File: src/hw/rtl/brd_pkg.sv
// brd_pkg: shared types, reset values and register indexes of the bitmap row deframer
// no dependencies
`timescale 1ns / 1ps

package brd_pkg;

    localparam int MAX_DIM_DEF = 4096;

    localparam int CFG_DW = 32;
    localparam int CFG_AW = 4;

    // register indexes (byte address is 4 * index)
    localparam logic [1:0] REG_WIDTH  = 2'd0;
    localparam logic [1:0] REG_HEIGHT = 2'd1;
    localparam logic [1:0] REG_BPP    = 2'd2;
    localparam logic [1:0] REG_BOTTOM = 2'd3;

    localparam logic [12:0] WIDTH_RST  = 13'd1;
    localparam logic [12:0] HEIGHT_RST = 13'd1;
    localparam logic [2:0]  BPP_RST    = 3'd3;
    localparam logic        BOTTOM_RST = 1'b1;

    typedef struct packed {
        logic [12:0] image_width;
        logic [12:0] image_height;
        logic [2:0]  bytes_per_pixel;
        logic        bottom_up;
    } t_cfg;

    typedef struct packed {
        logic [11:0] pixel_column;
        logic [11:0] pixel_row;
        logic [7:0]  blue;
        logic [7:0]  green;
        logic [7:0]  red;
        logic [7:0]  reserved_byte;
        logic        end_of_image;
    } t_pix;

endpackage

File: src/hw/rtl/bmp_byte_if.sv
// bmp_byte_if: valid/ready channel carrying one byte of the pixel array
// no dependencies
`timescale 1ns / 1ps

interface bmp_byte_if;
    logic       valid;
    logic       ready;
    logic [7:0] data_byte;

    modport source (output valid, output data_byte, input ready);
    modport sink   (input valid, input data_byte, output ready);
endinterface

File: src/hw/rtl/bmp_pix_if.sv
// bmp_pix_if: valid/ready channel carrying one pixel with its coordinates
// no dependencies
`timescale 1ns / 1ps

interface bmp_pix_if;
    logic        valid;
    logic        ready;
    logic [11:0] pixel_column;
    logic [11:0] pixel_row;
    logic [7:0]  blue;
    logic [7:0]  green;
    logic [7:0]  red;
    logic [7:0]  reserved_byte;
    logic        end_of_image;

    modport source (output valid, output pixel_column, output pixel_row, output blue,
                    output green, output red, output reserved_byte, output end_of_image,
                    input ready);
    modport sink   (input valid, input pixel_column, input pixel_row, input blue,
                    input green, input red, input reserved_byte, input end_of_image,
                    output ready);
endinterface

File: src/hw/rtl/brd_regs.sv
// brd_regs: apb-style configuration registers of the deframer
// depends on brd_pkg
`timescale 1ns / 1ps

module brd_regs (
    input  logic                      i_clk,
    input  logic                      i_rst_n,
    input  logic                      i_psel,
    input  logic                      i_penable,
    input  logic                      i_pwrite,
    input  logic [brd_pkg::CFG_AW-1:0] i_paddr,
    input  logic [brd_pkg::CFG_DW-1:0] i_pwdata,
    output logic [brd_pkg::CFG_DW-1:0] o_prdata,
    output logic                      o_pready,
    output brd_pkg::t_cfg             o_cfg
);
    import brd_pkg::*;

    t_cfg       r_cfg;
    logic       wr_en;
    logic [1:0] reg_idx;

    assign o_pready = 1'b1;
    assign wr_en    = i_psel & i_penable & i_pwrite;
    assign reg_idx  = i_paddr[3:2];

    always_ff @(posedge i_clk) begin
        if (!i_rst_n) begin
            r_cfg.image_width     <= WIDTH_RST;
            r_cfg.image_height    <= HEIGHT_RST;
            r_cfg.bytes_per_pixel <= BPP_RST;
            r_cfg.bottom_up       <= BOTTOM_RST;
        end else if (wr_en) begin
            unique case (reg_idx)
                REG_WIDTH:  r_cfg.image_width     <= i_pwdata[12:0];
                REG_HEIGHT: r_cfg.image_height    <= i_pwdata[12:0];
                REG_BPP:    r_cfg.bytes_per_pixel <= i_pwdata[2:0];
                REG_BOTTOM: r_cfg.bottom_up       <= i_pwdata[0];
                default: ;
            endcase
        end
    end

    always_comb begin
        unique case (reg_idx)
            REG_WIDTH:  o_prdata = {19'd0, r_cfg.image_width};
            REG_HEIGHT: o_prdata = {19'd0, r_cfg.image_height};
            REG_BPP:    o_prdata = {29'd0, r_cfg.bytes_per_pixel};
            REG_BOTTOM: o_prdata = {31'd0, r_cfg.bottom_up};
            default:    o_prdata = '0;
        endcase
    end

    assign o_cfg = r_cfg;

endmodule

File: src/hw/rtl/brd_core.sv
// brd_core: byte gathering, padding drop and column/row counters
// depends on brd_pkg
`timescale 1ns / 1ps

module brd_core #(
    parameter int MAX_DIM = brd_pkg::MAX_DIM_DEF
) (
    input  logic          i_clk,
    input  logic          i_rst_n,
    input  brd_pkg::t_cfg i_cfg,
    input  logic          i_valid,
    input  logic [7:0]    i_data_byte,
    output logic          o_valid,
    output brd_pkg::t_pix o_pix
);
    import brd_pkg::*;

    localparam int CW = $clog2(MAX_DIM);
    localparam int DW = $clog2(MAX_DIM + 1);

    logic [1:0]    r_bip, n_bip;
    logic [CW-1:0] r_col, n_col;
    logic [CW-1:0] r_row, n_row;
    logic [1:0]    r_pad, n_pad;
    logic [23:0]   r_part, n_part;

    logic [DW-1:0] w_eff, h_eff;
    logic [2:0]    bpp_eff;
    logic [31:0]   byte_sh;
    logic [31:0]   pix;
    logic [31:0]   row_flip;
    logic [31:0]   col_ext;
    logic [31:0]   row_ext;
    logic [1:0]    row_bytes;
    logic [DW-1:0] col_next;
    logic [DW-1:0] row_next;

    // zero counts as one, oversize clamps to the maximum dimension (bytes per pixel to four)
    always_comb begin
        if (i_cfg.image_width == '0) begin
            w_eff = DW'(1);
        end else if (32'(i_cfg.image_width) > 32'(MAX_DIM)) begin
            w_eff = DW'(MAX_DIM);
        end else begin
            w_eff = DW'(i_cfg.image_width);
        end
        if (i_cfg.image_height == '0) begin
            h_eff = DW'(1);
        end else if (32'(i_cfg.image_height) > 32'(MAX_DIM)) begin
            h_eff = DW'(MAX_DIM);
        end else begin
            h_eff = DW'(i_cfg.image_height);
        end
        if (i_cfg.bytes_per_pixel == 3'd0) begin
            bpp_eff = 3'd1;
        end else if (i_cfg.bytes_per_pixel > 3'd4) begin
            bpp_eff = 3'd4;
        end else begin
            bpp_eff = i_cfg.bytes_per_pixel;
        end
    end

    assign byte_sh   = {24'd0, i_data_byte} << {r_bip, 3'b000};
    assign pix       = {8'd0, r_part} | byte_sh;
    assign col_ext   = 32'(r_col);
    assign row_ext   = 32'(r_row);
    // row flip wraps modulo the 12-bit output when the row lies past the height
    assign row_flip  = 32'(h_eff) - 32'd1 - row_ext;
    assign row_bytes = 2'(w_eff[1:0] * bpp_eff[1:0]);
    assign col_next  = DW'(r_col) + DW'(1);
    assign row_next  = DW'(r_row) + DW'(1);

    always_comb begin
        n_bip   = r_bip;
        n_col   = r_col;
        n_row   = r_row;
        n_pad   = r_pad;
        n_part  = r_part;
        o_valid = 1'b0;
        o_pix   = '0;
        if (i_valid) begin
            if (r_pad != 2'd0) begin
                n_pad = r_pad - 2'd1;
            end else if ({1'b0, r_bip} + 3'd1 < bpp_eff) begin
                n_part = r_part | byte_sh[23:0];
                n_bip  = r_bip + 2'd1;
            end else begin
                n_part  = '0;
                n_bip   = '0;
                o_valid = 1'b1;
                o_pix.pixel_column  = col_ext[11:0];
                o_pix.pixel_row     = i_cfg.bottom_up ? row_flip[11:0] : row_ext[11:0];
                o_pix.blue          = pix[7:0];
                o_pix.green         = pix[15:8];
                o_pix.red           = pix[23:16];
                o_pix.reserved_byte = pix[31:24];
                if (col_next >= w_eff) begin
                    n_col = '0;
                    n_pad = 2'd0 - row_bytes;
                    if (row_next >= h_eff) begin
                        n_row = '0;
                        o_pix.end_of_image = 1'b1;
                    end else begin
                        n_row = row_next[CW-1:0];
                    end
                end else begin
                    n_col = col_next[CW-1:0];
                end
            end
        end
    end

    always_ff @(posedge i_clk) begin
        if (!i_rst_n) begin
            r_bip  <= '0;
            r_col  <= '0;
            r_row  <= '0;
            r_pad  <= '0;
            r_part <= '0;
        end else begin
            r_bip  <= n_bip;
            r_col  <= n_col;
            r_row  <= n_row;
            r_pad  <= n_pad;
            r_part <= n_part;
        end
    end

endmodule

File: src/hw/rtl/brd_outbuf.sv
// brd_outbuf: two-entry result register that decouples the pixel output from the byte input
// depends on brd_pkg
`timescale 1ns / 1ps

module brd_outbuf (
    input  logic          i_clk,
    input  logic          i_rst_n,
    input  logic          i_push,
    input  brd_pkg::t_pix i_pix,
    output logic          o_not_full,
    output logic          o_valid,
    input  logic          i_ready,
    output brd_pkg::t_pix o_pix
);
    import brd_pkg::*;

    t_pix       r_buf [2];
    logic       r_wr, r_rd;
    logic [1:0] r_count, n_count;
    logic       pop;

    assign o_valid    = (r_count != 2'd0);
    assign o_not_full = (r_count != 2'd2);
    assign pop        = o_valid & i_ready;
    assign o_pix      = r_buf[r_rd];

    always_comb begin
        n_count = r_count;
        if (i_push && !pop) begin
            n_count = r_count + 2'd1;
        end else if (!i_push && pop) begin
            n_count = r_count - 2'd1;
        end
    end

    always_ff @(posedge i_clk) begin
        if (!i_rst_n) begin
            r_wr    <= 1'b0;
            r_rd    <= 1'b0;
            r_count <= '0;
        end else begin
            r_count <= n_count;
            if (i_push) begin
                r_wr <= ~r_wr;
            end
            if (pop) begin
                r_rd <= ~r_rd;
            end
        end
    end

    always_ff @(posedge i_clk) begin
        if (i_push) begin
            r_buf[r_wr] <= i_pix;
        end
    end

endmodule

File: src/hw/rtl/bmp_row_deframer_top.sv
// bmp_row_deframer_top: bitmap pixel array deframer, one byte in per cycle unless stalled
// output: a pixel enters the result buffer as its last byte is taken and is offered from it
// throughput: one byte per cycle; the two-entry result buffer holds input off only when full
// reset: synchronous active-low; counters, gathered bytes and buffer clear, registers
// return to width 1, height 1, three bytes per pixel, bottom-up
// depends on brd_pkg, bmp_byte_if, bmp_pix_if, brd_regs, brd_core, brd_outbuf
`timescale 1ns / 1ps

module bmp_row_deframer_top #(
    parameter int MAX_DIM = brd_pkg::MAX_DIM_DEF
) (
    input  logic                       i_clk,
    input  logic                       i_rst_n,
    bmp_byte_if.sink                   i_byte,
    bmp_pix_if.source                  o_pix,
    input  logic                       i_psel,
    input  logic                       i_penable,
    input  logic                       i_pwrite,
    input  logic [brd_pkg::CFG_AW-1:0] i_paddr,
    input  logic [brd_pkg::CFG_DW-1:0] i_pwdata,
    output logic [brd_pkg::CFG_DW-1:0] o_prdata,
    output logic                       o_pready
);
    import brd_pkg::*;

    t_cfg cfg;
    t_pix core_pix;
    t_pix buf_pix;
    logic core_valid;
    logic buf_not_full;
    logic accept;

    assign i_byte.ready = buf_not_full;
    assign accept       = i_byte.valid & buf_not_full;

    brd_regs u_regs (
        .i_clk     (i_clk),
        .i_rst_n   (i_rst_n),
        .i_psel    (i_psel),
        .i_penable (i_penable),
        .i_pwrite  (i_pwrite),
        .i_paddr   (i_paddr),
        .i_pwdata  (i_pwdata),
        .o_prdata  (o_prdata),
        .o_pready  (o_pready),
        .o_cfg     (cfg)
    );

    brd_core #(.MAX_DIM(MAX_DIM)) u_core (
        .i_clk       (i_clk),
        .i_rst_n     (i_rst_n),
        .i_cfg       (cfg),
        .i_valid     (accept),
        .i_data_byte (i_byte.data_byte),
        .o_valid     (core_valid),
        .o_pix       (core_pix)
    );

    brd_outbuf u_outbuf (
        .i_clk      (i_clk),
        .i_rst_n    (i_rst_n),
        .i_push     (core_valid),
        .i_pix      (core_pix),
        .o_not_full (buf_not_full),
        .o_valid    (o_pix.valid),
        .i_ready    (o_pix.ready),
        .o_pix      (buf_pix)
    );

    assign o_pix.pixel_column  = buf_pix.pixel_column;
    assign o_pix.pixel_row     = buf_pix.pixel_row;
    assign o_pix.blue          = buf_pix.blue;
    assign o_pix.green         = buf_pix.green;
    assign o_pix.red           = buf_pix.red;
    assign o_pix.reserved_byte = buf_pix.reserved_byte;
    assign o_pix.end_of_image  = buf_pix.end_of_image;

endmodule

File: src/flat_wrapper.sv
// flat-port wrapper written by rule: the top's interface ports become plain ports
module bmp_row_deframer_top_flat import brd_pkg::*;
#(
    parameter int MAX_DIM = brd_pkg::MAX_DIM_DEF
)
  (i_clk, i_rst_n, i_psel, i_penable, i_pwrite, i_paddr, i_pwdata, o_prdata, o_pready, i_byte_valid, i_byte_data_byte, i_byte_ready, o_pix_valid, o_pix_pixel_column, o_pix_pixel_row, o_pix_blue, o_pix_green, o_pix_red, o_pix_reserved_byte, o_pix_end_of_image, o_pix_ready);
  bmp_byte_if i_byte_i ();
  bmp_pix_if o_pix_i ();
  input  logic i_clk;
  input  logic i_rst_n;
  input  logic i_psel;
  input  logic i_penable;
  input  logic i_pwrite;
  input  logic [brd_pkg::CFG_AW-1:0] i_paddr;
  input  logic [brd_pkg::CFG_DW-1:0] i_pwdata;
  output logic [brd_pkg::CFG_DW-1:0] o_prdata;
  output logic o_pready;
  input wire logic [$bits(i_byte_i.valid)-1:0] i_byte_valid;
  input wire logic [$bits(i_byte_i.data_byte)-1:0] i_byte_data_byte;
  output wire logic [$bits(i_byte_i.ready)-1:0] i_byte_ready;
  output wire logic [$bits(o_pix_i.valid)-1:0] o_pix_valid;
  output wire logic [$bits(o_pix_i.pixel_column)-1:0] o_pix_pixel_column;
  output wire logic [$bits(o_pix_i.pixel_row)-1:0] o_pix_pixel_row;
  output wire logic [$bits(o_pix_i.blue)-1:0] o_pix_blue;
  output wire logic [$bits(o_pix_i.green)-1:0] o_pix_green;
  output wire logic [$bits(o_pix_i.red)-1:0] o_pix_red;
  output wire logic [$bits(o_pix_i.reserved_byte)-1:0] o_pix_reserved_byte;
  output wire logic [$bits(o_pix_i.end_of_image)-1:0] o_pix_end_of_image;
  input wire logic [$bits(o_pix_i.ready)-1:0] o_pix_ready;
  assign i_byte_i.valid = i_byte_valid;
  assign i_byte_i.data_byte = i_byte_data_byte;
  assign i_byte_ready = i_byte_i.ready;
  assign o_pix_valid = o_pix_i.valid;
  assign o_pix_pixel_column = o_pix_i.pixel_column;
  assign o_pix_pixel_row = o_pix_i.pixel_row;
  assign o_pix_blue = o_pix_i.blue;
  assign o_pix_green = o_pix_i.green;
  assign o_pix_red = o_pix_i.red;
  assign o_pix_reserved_byte = o_pix_i.reserved_byte;
  assign o_pix_end_of_image = o_pix_i.end_of_image;
  assign o_pix_i.ready = o_pix_ready;
  bmp_row_deframer_top #(.MAX_DIM(MAX_DIM)) u_core (.i_clk(i_clk), .i_rst_n(i_rst_n), .i_byte(i_byte_i), .o_pix(o_pix_i), .i_psel(i_psel), .i_penable(i_penable), .i_pwrite(i_pwrite), .i_paddr(i_paddr), .i_pwdata(i_pwdata), .o_prdata(o_prdata), .o_pready(o_pready));
endmodule
File: config.mk
export PLATFORM = sky130hd
export DESIGN_NAME = bmp_row_deframer_top_flat
export DESIGN_NICKNAME = d
export VERILOG_FILES = /design/src/hw/rtl/brd_pkg.sv /design/src/hw/rtl/bmp_byte_if.sv /design/src/hw/rtl/bmp_pix_if.sv /design/src/hw/rtl/brd_regs.sv /design/src/hw/rtl/brd_core.sv /design/src/hw/rtl/brd_outbuf.sv /design/src/hw/rtl/bmp_row_deframer_top.sv /design/src/flat_wrapper.sv
export SDC_FILE = /design/constraint.sdc
export NUM_CORES = 1
export LEC_CHECK = 0
export BUFFER_PORTS_ARGS = -buffer_cell sky130_fd_sc_hd__buf_2
export CORE_MARGIN = 3
export CORE_UTILIZATION = 60
export CTS_BUF_LIST = sky130_fd_sc_hd__clkbuf_4
export DETAILED_ROUTE_END_ITERATION = 10
export PLACE_DENSITY = 0.83
export SYNTH_ARGS = -nofsm -noshare
export SYNTH_HDL_FRONTEND = slang
export SYNTH_SLANG_ARGS = --single-unit
File: constraint.sdc
create_clock -name i_clk -period 13.4 [get_ports i_clk]
set_input_delay 1.34 -clock i_clk [delete_from_list [all_inputs] [get_ports i_clk]]
set_output_delay 1.34 -clock i_clk [all_outputs]
set_load 0.02 [all_outputs]
# Word level (Yosys, flattened, before mapping)
# Memories as Yosys holds them, arrays and structs flattened. A register that Yosys moved wholly into a read port is not among the register bits.
# Index checks and enable logic that the tools add are counted.
[totals]
mem_count = 1
inputBits = 51
word_cells = 95
ramBits = 114
reg_bits = 86
[mem_list]
columns = ["name", "words", "word_bits", "read_ports", "rd_clocked_by_memory_dff", "write_ports", "line", "rtl"]
rows = [
  ["u_core.u_outbuf.r_buf", 2, 57, 1, 1, 1, "brd_outbuf.sv:17", "t_pix r_buf [2];"],
]
[op_classes]
addsub = 10
reduce_logical = 20
shift = 1
n_eq_ne = 5
n_mux = 29
n_bitwise = 10
multipliers = 1
order_cmp = 6
[op_table]
columns = ["operator", "count"]
rows = [
  ["two-way mux 57 bit", 3],
  ["one-hot mux 32 bit (4 select lines)", 1],
  ["two-way mux 13 bit", 4],
  ["two-way mux 12 bit", 3],
  ["bitwise OR 24 x 32 -> 32 bit", 1],
  ["<< shifter 8 x 5 -> 32 bit", 1],
  ["adder 12 x 1 -> 13 bit, second input constant", 2],
  [">= comparator 13 bit", 2],
  ["greater-than comparator 13 bit, second input constant", 2],
  ["zero test 13 bit", 2],
  ["two-way mux 24 bit", 1],
  ["bitwise OR 24 bit", 1],
  ["two-way mux 2 bit", 6],
  ["subtractor 12 x 1 -> 12 bit, second input constant", 1],
  ["subtractor 12 bit", 1],
  ["AND reduction 2 bit", 5],
  ["two-way mux 1 bit", 9],
  ["nonzero test 2 bit", 4],
  ["two-way mux 3 bit", 2],
  ["AND reduction 3 bit", 2],
  ["adder 2 x 1 -> 2 bit, second input constant", 2],
  ["AND 1 bit", 4],
  ["== test 2 bit, second input constant", 2],
  ["inequality test 2 bit, second input constant", 2],
  ["other kinds (13)", 19],
]

# Logic depth before layout (Yosys ltp)
[depth]
word_depth = 11
mapped_depth = 14

# By module
# From an unflattened synthesis, not the netlist that was laid out.
[hier_totals]
cells_unflattened = 954
area_unflattened_um2 = 10294.9
[modules_own_cells]
columns = ["module", "seq_area_each_um2", "n_inst", "area_per_inst_um2", "cells_per_inst"]
rows = [
  ["brd_core", 1041.0, 1, 4369.2, 580],
  ["brd_outbuf", 3523.4, 1, 4336.7, 199],
  ["brd_regs", 600.6, 1, 1582.8, 174],
  ["bmp_row_deframer_top", 0.0, 1, 6.3, 1],
]

# Least setup slack after synthesis
# No wires, ideal clock.
[synth_path]
path_kind = "input -> register"
startpoint = "in i_byte_valid"
endpoint = "mem u_core.u_outbuf.r_buf[0][0] (netlist name) (enable)"
slack_ps = 8420
required_ps = 12928
path_buffers = 2
path_stages = 5
t_arrival_ps = 4508
cell_sequence = "nand3_2 > a21o_1 > clkbuf_1 > clkbuf_1 > nor2_1"
[synth_between]
elab_chain_len = 4
[synth_lines]
columns = ["element", "line", "rtl"]
rows = [
  ["start, declared", "flat_wrapper.sv:18", "input wire logic [$bits(i_byte_i.valid)-1:0] i_byte_valid;"],
  ["AND 1 bit", "bmp_row_deframer_top.sv:34", "assign accept = i_byte.valid & buf_not_full;"],
  ["two-way mux 1 bit", "brd_core.sv:81", "if (i_valid) begin"],
  ["two-way mux 1 bit", "brd_outbuf.sv:53", "if (i_push) begin"],
  ["two-way mux 1 bit (not written as such)", "brd_outbuf.sv:54", "r_buf[r_wr] <= i_pix;"],
  ["end, declared", "brd_outbuf.sv:17", ""],
]
# No other way between the ends.

# Final worst setup path
[layout_path]
startpoint = "in i_paddr[3] (netlist name)"
endpoint = "out o_prdata[0] (netlist name)"
[layout_between]
elab_chain_len = 2
[layout_lines]
columns = ["element", "line", "rtl"]
rows = [
  ["start, declared", "flat_wrapper.sv:14", "input logic [brd_pkg::CFG_AW-1:0] i_paddr;"],
  ["== test 2 bit, or another cell as far along", "brd_regs.sv:45", "unique case (reg_idx)"],
  ["one-hot mux 32 bit (4 select lines) *", "brd_regs.sv:45", ""],
  ["end, declared", "flat_wrapper.sv:16", "output logic [brd_pkg::CFG_DW-1:0] o_prdata;"],
]
# Every way passes the cells marked *; elsewhere a longest branch is shown, timed or not. The select of a mux whose other input is x is not followed.

==> impl_metrics.ini <==
[timing]
setup_viol = 0
fin_crit_ns = 3.706
tightest_slew_ns = 0.9931
fin_tns_setup_ns = 0
timing.hold.ws_ns = 0.4673
skew_ns = 0.04897
grt_setup_unrepaired = false
slew_viol_final = 0
period_share_pct = 27.65
hold_viol = 0
maxSlewHeadroom_pct = 33.63
layout_setup_ws_ns = 9.694
fmax_mhz = 269.9

[logic_synthesis]
async_flop_share_pct = 0
ys_seq_elements = 201
syn_inst = 953
synth.largest_area_cell = edfxtp_1
syn_area_mm2 = 0.009945
synth_area_per_cell_um2 = 10.43
synth_flop_cell = edfxtp_1
ys_seq_area_share_pct = 51.94
synth_edf_count = 114
synth_area_leaders = edfxtp_1 34%, dfxtp_1 18%, mux2_2 6.5%
yosysTopAreaCellShare_pct = 34.42
yosys_warnings = 0
ys_types = 64

[clock_tree]
htreeDepth = 2
cts_tree = built
cts_inserted_buffers = 50
clockBufferDepth = 3
holdBufCountCts = 0
clk_pin_slew_ns = 0.06
post_cts_resized = 0
clk_latency_ns = 0.66
clock_sinks = 201
cts_setup_buffers = 0
cts-root-buf = clkbuf_4

[placement]
gp_congestion = 0.8896
pre_cts_ws_ns = 9.376
port_buffers = 101
hpwl_um = 14590
dp_cells = 1236

[grt]
antenna_found_initial = 1
grt.total_usage_pct = 23.50
grt_pass1_vias = 7196
grt_overflow = 0
grt_max_degree = 58
grt_pass1_wl_um = 34750

[critical_path]
crit_type = input port to output pin
critPathCaptureType = output pin
start_kind = input port
critPathMaxFanout = 19
critPathRequiredTime_ns = 12.06
cp.arrival_ns = 2.37

[run]
maxCapViolCount = 0

[drt]
num_vias = 7456
firstDrtPassIters = 6
viasPerCell = 5.614
drc = 0
wl_per_cell_um = 16.11
drt_iter0_drc = 556
final_antenna_net_count = 0
wl_um = 21400

[floorplan]
rows = 46
dieArea_mm2 = 0.01815
core_mm2 = 0.01606
die_w_um = 134.7
initial_core_util_pct = 61.93
dieHeight_um = 134.7
io_pins = 143

[outcome]
outcome = finished, final reports clean

[finish]
utilization_pct = 69.75
final_cells = 1328
syn_to_final_growth_pct = 12.63
layout.nets = 1168
antenna_cells_inserted = 0
fill_cells = 1211
drive_above_1_share_pct = 23.74

[power]
irDropWorstVdd_mv = 0.07800
power.density_mw_per_mm2 = 162.2
p_leak_nw = 4.501

[worst_hold_path]
hold_path.class = register to register
## final timing paths
path | end | cells past startpoint | from | slack (ns)
setup reg to reg | u_core.u_outbuf.r_buf[1][11]$_DFFE_PP_ | 9 | u_core.u_core.r_bip[0]$_SDFFE_PN0P_ | 9.75
setup / recovery | o_prdata[0] | 3 | i_paddr[3] | 9.69
hold reg to reg | u_core.u_core.r_part[1]$_SDFFE_PN0P_ | 2 | u_core.u_core.r_part[1]$_SDFFE_PN0P_ | 0.47
hold / removal | u_core.u_core.r_part[1]$_SDFFE_PN0P_ | 2 | u_core.u_core.r_part[1]$_SDFFE_PN0P_ | 0.47
## flip-flops by register name, indices dropped and copies added (netlist names), named ones only
signal / cells
u_core.u_outbuf.r_count: 2
u_core.u_core.r_bip: 2
u_core.u_regs.o_cfg: 30
u_core.u_outbuf.r_buf: 114
u_core.u_core.r_part: 24
u_core.u_core.r_col: 12
u_core.u_core.r_pad: 2
u_core.u_outbuf.r_rd: 1
u_core.u_outbuf.r_wr: 1
u_core.u_core.r_row: 12
## critical path, cell delays in order
cell and delay, ns:
buf_2 0.28, mux4_2 0.56, buf_2 0.18
## metrics by stage
stage | cell area [µm²] | power [mW]
finish | 11200 | 1.817
CTS | 11200 | 1.832
global route | 11200 | 1.911
detailed placement | 10550 | 1.322
floorplan | 10010 | 1.163
global placement | 10550 | 1.308
## final cells by class
cell class	count	area, µm²	area share [%]
multi-input cells	680	4439	39.63
clock inverters	13	61.31	0.5474
repair buffers	107	550.5	4.915
clock buffers	79	593.1	5.295
flip-flops and latches	201	5166	46.12
well taps	216	270.3	2.413
inverters	32	120.1	1.072
## synth_stat cells (7+ instances only)
| cell | n |
|---|---|
| a21o_1 | 12 |
| a21oi_1 | 94 |
| and2_1 | 22 |
| and3_1 | 8 |
| buf_4 | 21 |
| clkbuf_1 | 35 |
| dfxtp_1 | 87 |
| edfxtp_1 | 114 |
| ha_1 | 44 |
| inv_1 | 30 |
| mux2_2 | 57 |
| mux2i_1 | 23 |
| nand2_1 | 115 |
| nand3_1 | 20 |
| nor2_1 | 103 |
| nor3_1 | 10 |
| o211ai_1 | 7 |
| o21ai_0 | 17 |
| xnor2_1 | 18 |
| xor2_1 | 13 |
## cell families (layout without fill, tap and decap cells)
group / after synthesis / in the layout / share of synthesized area (%)
buffers and inverters: 90 / 231 / 4.190
AND/OR/NAND/NOR: 312 / 312 / 14.17
other: 2 / 20 / 0.07552
XOR/XNOR: 32 / 32 / 2.894
flip-flops: 201 / 201 / 51.94
adder cells (fa/ha/maj): 45 / 45 / 5.737
multiplexers: 81 / 81 / 8.996
AO/OA/AOI/OAI: 190 / 190 / 12.00
## routing by layer
metal / track usage [%] / vias up / part of all wire [%]
met2: 38.63 / 271 / 48
li1: - / 3644 / -
met4: 9.502 / 2 / 2.3
met3: 4.471 / 42 / 6.2
met1: 30.92 / 3497 / 43
met5: 0 / - / 0.033
## cell usage in the layout, fill, tap and decap left out, types with 12 or more instances in the layout
master,netlist,routed
dfxtp_1,87,86
mux2i_1,23,23
a21oi_1,94,94
clkbuf_4,0,79
nor2_1,103,102
nand3_1,20,20
mux2_2,57,57
inv_1,30,30
edfxtp_1,114,114
xnor2_1,18,18
and2_1,22,21
buf_2,0,101
nand2_1,115,115
a21o_1,12,12
xor2_1,13,13
ha_1,44,44
conb_1,2,20
o21ai_0,17,17
## power breakdown
part / switching (mW) / leakage (nW) / total [mW] / internal (mW)
clock network: 0.242 / 0.395 / 0.511 / 0.269
registers: 0.0310 / 1.77 / 0.780 / 0.749
logic: 0.340 / 2.33 / 0.527 / 0.186
total: 0.613 / 4.50 / 1.82 / 1.20
(Power assumes the default switching activity.)
